==> src/hdl/ftfd_pkg.sv <==
// ---------------------------------------------------------------------------
// ftfd_pkg
// Shared types, frame constants and the 12-bit code conversion of the
// force/torque frame decoder.
// ---------------------------------------------------------------------------
package ftfd_pkg;

    localparam int WinDepth = 28;
    localparam int ShortLen = 12;
    localparam int LongLen  = 28;
    localparam int NumChan  = 6;
    localparam int FillW    = 5;

    localparam logic [7:0] HdrLo  = 8'h48;
    localparam logic [7:0] HdrHi  = 8'h49;
    localparam logic [7:0] Marker = 8'haa;
    localparam logic [7:0] Cr     = 8'h0d;
    localparam logic [7:0] Lf     = 8'h0a;

    typedef logic [7:0]                  win_byte_t;
    typedef win_byte_t [WinDepth-1:0]    window_t;
    typedef logic [31:0]                 chan_word_t;
    typedef chan_word_t [NumChan-1:0]    chan_set_t;
    typedef logic [FillW-1:0]            fill_t;

    // decoder verdict on the window after the current beat
    typedef struct packed {
        logic      hit;
        chan_set_t chan;
    } frame_res_t;

    // 12-bit sensor code to signed count; code 0x800 maps to zero
    function automatic chan_word_t code_to_count(input logic [11:0] code);
        logic [10:0] mag;
        mag = ~(code[10:0] - 11'd1);
        if (!code[11])
            code_to_count = {21'd0, code[10:0]};
        else
            code_to_count = 32'd0 - {21'd0, mag};
    endfunction

endpackage

==> src/hdl/ftfd_byte_cell.sv <==
// ---------------------------------------------------------------------------
// ftfd_byte_cell
// One stage of the byte window: takes the byte on its d input on every shift.
// ---------------------------------------------------------------------------
module ftfd_byte_cell
    import ftfd_pkg::*;
(
    input  logic      clk,
    input  logic      shift,
    input  win_byte_t d,
    output win_byte_t q
);

    win_byte_t data_reg;
    win_byte_t data_next;

    always_comb
    begin
        data_next = shift ? d : data_reg;
    end

    always_ff @(posedge clk)
    begin
        data_reg <= data_next;
    end

    assign q = data_reg;

endmodule

==> src/hdl/ftfd_frame_match.sv <==
// ---------------------------------------------------------------------------
// ftfd_frame_match
// Checks the newest bytes of the window against the short or long frame
// layout and unpacks the six channels.
// ---------------------------------------------------------------------------
module ftfd_frame_match
    import ftfd_pkg::*;
(
    input  window_t    win,
    input  logic       long_mode,
    input  logic       enough,
    output frame_res_t res
);

    localparam int ShortBase = WinDepth - ShortLen;
    localparam int LongBase  = WinDepth - LongLen;

    logic      short_ok;
    logic      long_ok;
    chan_set_t short_chan;
    chan_set_t long_chan;

    always_comb
    begin
        short_ok = (win[ShortBase] == HdrLo || win[ShortBase] == HdrHi)
                   && win[ShortBase+10] == Cr && win[ShortBase+11] == Lf;
        long_ok  = (win[LongBase] == HdrLo || win[LongBase] == HdrHi)
                   && win[LongBase+1] == Marker
                   && win[LongBase+26] == Cr && win[LongBase+27] == Lf;

        // two 12-bit codes per three bytes
        for (int k = 0; k < NumChan / 2; k++)
        begin
            short_chan[2*k] = code_to_count({win[ShortBase+1+3*k],
                                             win[ShortBase+2+3*k][7:4]});
            short_chan[2*k+1] = code_to_count({win[ShortBase+2+3*k][3:0],
                                               win[ShortBase+3+3*k]});
        end

        // little-endian words after header and marker
        for (int k = 0; k < NumChan; k++)
        begin
            long_chan[k] = {win[LongBase+5+4*k], win[LongBase+4+4*k],
                            win[LongBase+3+4*k], win[LongBase+2+4*k]};
        end

        res.hit  = enough && (long_mode ? long_ok : short_ok);
        res.chan = long_mode ? long_chan : short_chan;
    end

endmodule

==> src/hdl/force_torque_frame_decoder_top.sv <==
// ---------------------------------------------------------------------------
// force_torque_frame_decoder_top
// Sliding-window frame decoder for a force/torque sensor byte stream.
// ---------------------------------------------------------------------------
// One byte is taken per clock cycle while no result beat is stalled. Each
// byte shifts a row of 28 byte cells; the newest 12 (short mode) or 28 (long
// mode) bytes including the incoming one are checked in the same cycle, and
// a match loads the single output register, so the six channels show in the
// cycle after the frame's last byte and the window starts empty again. That
// output register is the only thing that throttles input: rx bytes stall only
// while a result beat is held waiting for out_ready. long_format may be written
// while no frame result is pending; the window is kept across a mode change.
module force_torque_frame_decoder_top
    import ftfd_pkg::*;
(
    input  logic        clk,
    input  logic        rst_n,
    input  logic        cfg_valid,
    output logic        cfg_ready,
    input  logic        long_format,
    input  logic        in_valid,
    output logic        in_ready,
    input  logic [7:0]  rx_byte,
    output logic        out_valid,
    input  logic        out_ready,
    output logic [31:0] force_x,
    output logic [31:0] force_y,
    output logic [31:0] force_z,
    output logic [31:0] torque_x,
    output logic [31:0] torque_y,
    output logic [31:0] torque_z
);

    localparam fill_t FillMax  = FillW'(WinDepth);
    localparam fill_t NeedShrt = FillW'(ShortLen);
    localparam fill_t NeedLong = FillW'(LongLen);

    logic       long_mode_reg;
    logic       long_mode_next;
    fill_t      fill_reg;
    fill_t      fill_next;
    fill_t      fill_inc;
    logic       out_valid_reg;
    logic       out_valid_next;
    chan_set_t  chan_reg;
    chan_set_t  chan_next;

    logic       in_acc;
    window_t    win_q;
    window_t    win_d;
    frame_res_t res;

    assign cfg_ready = 1'b1;
    assign in_ready  = !out_valid_reg || out_ready;
    assign in_acc    = in_valid && in_ready;

    // window after this beat: each cell takes its newer neighbor
    genvar i;
    generate
        for (i = 0; i < WinDepth; i++)
        begin : g_cell
            if (i == WinDepth - 1)
            begin : g_newest
                assign win_d[i] = rx_byte;
            end
            else
            begin : g_inner
                assign win_d[i] = win_q[i+1];
            end
            ftfd_byte_cell u_cell (
                .clk   (clk),
                .shift (in_acc),
                .d     (win_d[i]),
                .q     (win_q[i])
            );
        end
    endgenerate

    assign fill_inc = (fill_reg == FillMax) ? fill_reg : fill_reg + 1'b1;

    ftfd_frame_match u_match (
        .win       (win_d),
        .long_mode (long_mode_reg),
        .enough    (fill_inc >= (long_mode_reg ? NeedLong : NeedShrt)),
        .res       (res)
    );

    always_comb
    begin
        long_mode_next = (cfg_valid && cfg_ready) ? long_format : long_mode_reg;
        fill_next      = fill_reg;
        out_valid_next = out_valid_reg && !out_ready;
        chan_next      = chan_reg;
        if (in_acc)
        begin
            fill_next = res.hit ? '0 : fill_inc;
            if (res.hit)
            begin
                out_valid_next = 1'b1;
                chan_next      = res.chan;
            end
        end
    end

    always_ff @(posedge clk or negedge rst_n)
    begin
        if (!rst_n)
        begin
            long_mode_reg <= 1'b0;
            fill_reg      <= '0;
            out_valid_reg <= 1'b0;
        end
        else
        begin
            long_mode_reg <= long_mode_next;
            fill_reg      <= fill_next;
            out_valid_reg <= out_valid_next;
        end
    end

    always_ff @(posedge clk)
    begin
        chan_reg <= chan_next;
    end

    assign out_valid = out_valid_reg;
    assign force_x   = chan_reg[0];
    assign force_y   = chan_reg[1];
    assign force_z   = chan_reg[2];
    assign torque_x  = chan_reg[3];
    assign torque_y  = chan_reg[4];
    assign torque_z  = chan_reg[5];

endmodule

==> config.mk <==
export PLATFORM = sky130hd
export DESIGN_NAME = force_torque_frame_decoder_top
export DESIGN_NICKNAME = d
export VERILOG_FILES = /design/src/hdl/ftfd_pkg.sv /design/src/hdl/ftfd_byte_cell.sv /design/src/hdl/ftfd_frame_match.sv /design/src/hdl/force_torque_frame_decoder_top.sv
export SDC_FILE = /design/constraint.sdc
export NUM_CORES = 1
export LEC_CHECK = 0
export BUFFER_PORTS_ARGS = -buffer_cell sky130_fd_sc_hd__buf_2
export CAP_MARGIN = 20
export CORE_ASPECT_RATIO = 1.5
export CORE_MARGIN = 4
export CORE_UTILIZATION = 50
export CTS_CLUSTER_DIAMETER = 80
export DETAILED_ROUTE_END_ITERATION = 10
export HOLD_SLACK_MARGIN = 0.05
export PLACE_DENSITY = 0.7
export SLEW_MARGIN = 40
export SYNTH_ARGS = -nofsm -noshare
export SYNTH_HDL_FRONTEND = slang
export SYNTH_HIERARCHICAL = 1
export SYNTH_SLANG_ARGS = --single-unit
==> constraint.sdc <==
create_clock -name clk -period 6.1 [get_ports clk]
set_input_delay 1.22 -clock clk [delete_from_list [all_inputs] [get_ports clk]]
set_output_delay 1.22 -clock clk [all_outputs]
set_load 0.01 [all_outputs]
[Word-level counts from Yosys, hierarchy flattened]
Index checks and enable logic that the tools add are counted.
Storage, ports and cells
  register bits: 415
  bits of input ports: 14
  output and inout bits: 195
  logic and storage cells: 91
Operators by class
  add/subtract/negate cells: 13
  magnitude comparators: 1
  equal/unequal tests: 8
  muxes and demuxes: 13
  bitwise gates (word level): 6
  reductions and logical operators: 14
Operators by type and width (number)
  two-way mux 192 bit: 1
  two-way mux 32 bit: 6
  subtractor 1 x 11 -> 12 bit, first input constant: 6
  inverter 11 bit: 6
  subtractor 11 x 1 -> 11 bit, second input constant: 6
  equality test 8 x 7 -> 1 bit, second input constant: 4
  equality test 8 x 4 -> 1 bit, second input constant: 2
  two-way mux 5 bit: 3
  equality test 8 bit, second input constant: 1
  logical AND 1 bit: 8
  adder 5 x 1 -> 5 bit, second input constant: 1
  equality test 5 bit, second input constant: 1
  >= comparator 5 bit: 1
  logical OR 1 bit: 3
  two-way mux 1 bit: 3
  logical NOT 1 bit: 2
  AND reduction 2 bit: 1

[Longest topological paths before layout]
  depth in word-level cells: 9
  gate-level depth with buffers: 12
  mapped depth without buffers: 11

[Hierarchy]
Netlist, hierarchy kept.
By module, submodules not included
  ftfd_byte_cell: instances 27, cells an instance 8, area an instance 240.2 µm², sequential area each 240.2 µm²
  force_torque_frame_decoder_top: instances 1, cells an instance 240, area an instance 6243.5 µm², sequential area each 5940.7 µm²
  ftfd_frame_match: instances 1, cells an instance 813, area an instance 5212.5 µm², sequential area each 0.0 µm²

[Least setup slack after synthesis]
No wires, ideal clock.
  kind: input port to flip-flop
  start point: input rx_byte[2]
  end point: register chan_reg (netlist bit force_x[0]) (enable)
  library setup time: 468 ps
  arrival time: 4512 ps
  data required time: 5632 ps
  setup slack: 1120 ps
  stages on the path: 6
  buffers on the path: 0
  cells stage by stage: nor4b_1 nand2_1 nor4_1 nand3_1 a21oi_1 and3_2
RTL lines
  start, declared: RTL line force_torque_frame_decoder_top.sv:23  | input logic [7:0] rx_byte,
  end signal, assigned: RTL line force_torque_frame_decoder_top.sv:123  | chan_reg <= chan_next;
  end, declared: RTL line force_torque_frame_decoder_top.sv:45  | chan_set_t chan_reg;

==> impl_metrics.toml <==
[die]
die_y_um = 240
row_count = 84
pin_count = 209
core_um2 = 35200
die-area_um2 = 39000
die_x_um = 163
initial_core_util = 0.509

[routing]
wl_um = 39300
drtIter0Drc = 824
post_drt_wl_per_cell_um = 20.2
viasPerCell = 5.62
route.detailed.drc = 0
vias = 10900
detail-route-antenna-nets = 0
firstDrtPassIters = 6

[global_route]
grt_pass1_vias = 10600
grt_max_degree = 100
grt_pass1_wl_um = 59800
overflow = 0
use_met1 = 0.247
grt_antenna_before_repair = 0
grt_most_used_layer = "met2"
use_met3 = 0.0372
grtUsageMet2 = 0.347
grt_use_total = 0.197

[worst_hold_path]
min_from = "g_cell[2].u_cell/q[3]$_DFFE_PP_"
worstHoldPathType = "reg2reg"
hold_end = "g_cell[1].u_cell/q[3]$_DFFE_PP_"
min_path_cells = 0

[timing]
worst_slew_pin_slew_ns = 0.768
clock_skew_ns = 0.0165
relSlewSlack = 0.488
timing.fmax_mhz = 276
setup_viol = 0
period_share = 0.594
maxSlewViolCount = 0
hold_viol = 0
grt_setup_unrepaired = "false"
min_period_ns = 3.62
tns_ns = 0

[critical_path]
cp_top_family = "buffers and inverters"
setup.worst_path.start_class = "flip-flop"
r2r_slack_ns = 2.48
critPathKind = "reg2reg"
cp.required_ns = 6.27
slowest_delay_ns = 0.43
cp.arrival_ns = 3.79
r2r_cells = 11
endpoint_kind = "flip-flop"
crit_top_cell = "ha_1"
crit_buf_inv = 3
critPathMaxFanout = 99
crit_path_cell_trace = "inv_1 -> ha_1 -> nor2b_1 -> a41oi_1 -> ha_1 -> a31o_2 -> nand3_1 -> a21oi_1 -> and3_4 -> buf_12 -> buf_16"
critPathSlowestCell = "buf_12"
timing.rr.end = "force_z[19]$_DFFE_PP_"
r2r-start = "fill_reg[0]$_DFFE_PN0P_"

[clocking]
clk_pin_slew_worst_paths_ns = 0.06
cts.hold.buffers_added = 0
cts_repair_resize_count = 0
postCtsSetupBuffers = 0
clk_latency_ns = 0.54
root_buffer = "clkbuf_16"
cts_sinks = 414
h-tree-depth = 2
cts_inserted_buffers = 40
cts_tree = "yes"
cts_buffer_depth = 3

[flow_run]
cap_viol_max_count = 0

[finish]
fin_area_um2 = 20600
drive_gt1_frac = 0.227
largest_register_ffs = 215
fillerInstances = 2748
area_growth_syn_to_layout_pct = 15.0
nNetsFinal = 1465
regArea_um2 = 12400
multiInputGateArea_um2 = 5070

[logic_synthesis]
syn_area_um2 = 17900
syn_inst = 1268
synth_warnings = 6
syn_nets = 1292
syn_avg_cell_area_um2 = 14.1

[power]
power_mw = 6.31
peakVddDrop_mv = 0.246
power_leakage_nw = 7.78
p_per_area_nw_per_um2 = 306

[placement]
routabilityCongestion = 0.888
portBuffers = 207
placed_area_um2 = 19300
place_hpwl_um = 26300

[run_status]
outcome = "finished clean"
## metal layers
layer  part of all wire  vias up
li1                   -     5153
met1               0.40     5338
met2               0.52      355
met3              0.060       65
met4              0.029        0
met5                  0        -
## worst max path at each step
stage,depth (start not counted),from,endpoint,slack (ns)
finish,11,fill_reg[0]$_DFFE_PN0P_,force_z[19]$_DFFE_PP_,2.48
global route,11,fill_reg[0]$_DFFE_PN0P_,force_z[19]$_DFFE_PP_,2.15
CTS,11,fill_reg[0]$_DFFE_PN0P_,force_z[2]$_DFFE_PP_,2.48
detailed placement,9,rx_byte[2],force_z[7]$_DFFE_PP_,2.00
global placement,8,rx_byte[2],force_y[12]$_DFFE_PP_,2.19
floorplan,6,rx_byte[2],force_x[0]$_DFFE_PP_,1.12
## power breakdown
group          switching [mW]  internal [mW]
Sequential              0.140           3.27
Combinational           0.252          0.198
Clock                    1.02           1.44
## metrics by stage
step / utilization / worst slack, ns / cells / hold slack (ns)
finish: 0.585 / 2.48 / 1943 / 0.443
global route: 0.585 / 2.15 / 1942 / 0.452
CTS: 0.585 / 2.48 / 1942 / 0.444
detailed placement: 0.548 / 2.00 / 1872 / 0.431
global placement: 0.547 / 2.19 / 1871 / 0.424
floorplan: - / 1.12 / 1268 / 0.417
## placed cells by master (no fill, tap or decap), drive strengths merged, types with 16 or more instances in the layout
cell	count
buf	217
inv	24
nand2	86
a21o	127
nor4	16
o21ai	65
a21oi	23
nor3	31
nor2	51
xor2	27
mux2	24
xnor2	43
edfxtp	407
nand3	27
clkbuf	47
## area by class of cell
cell class	instances	share of cell area
diodes	1	0.000121
clock inverters	23	0.0116
multi-input cells	744	0.246
inverters	24	0.00437
well taps	473	0.0287
flip-flops and latches	414	0.602
repair buffers	217	0.0563
clock buffers	47	0.0509
Power figures use the tool's default switching activity.
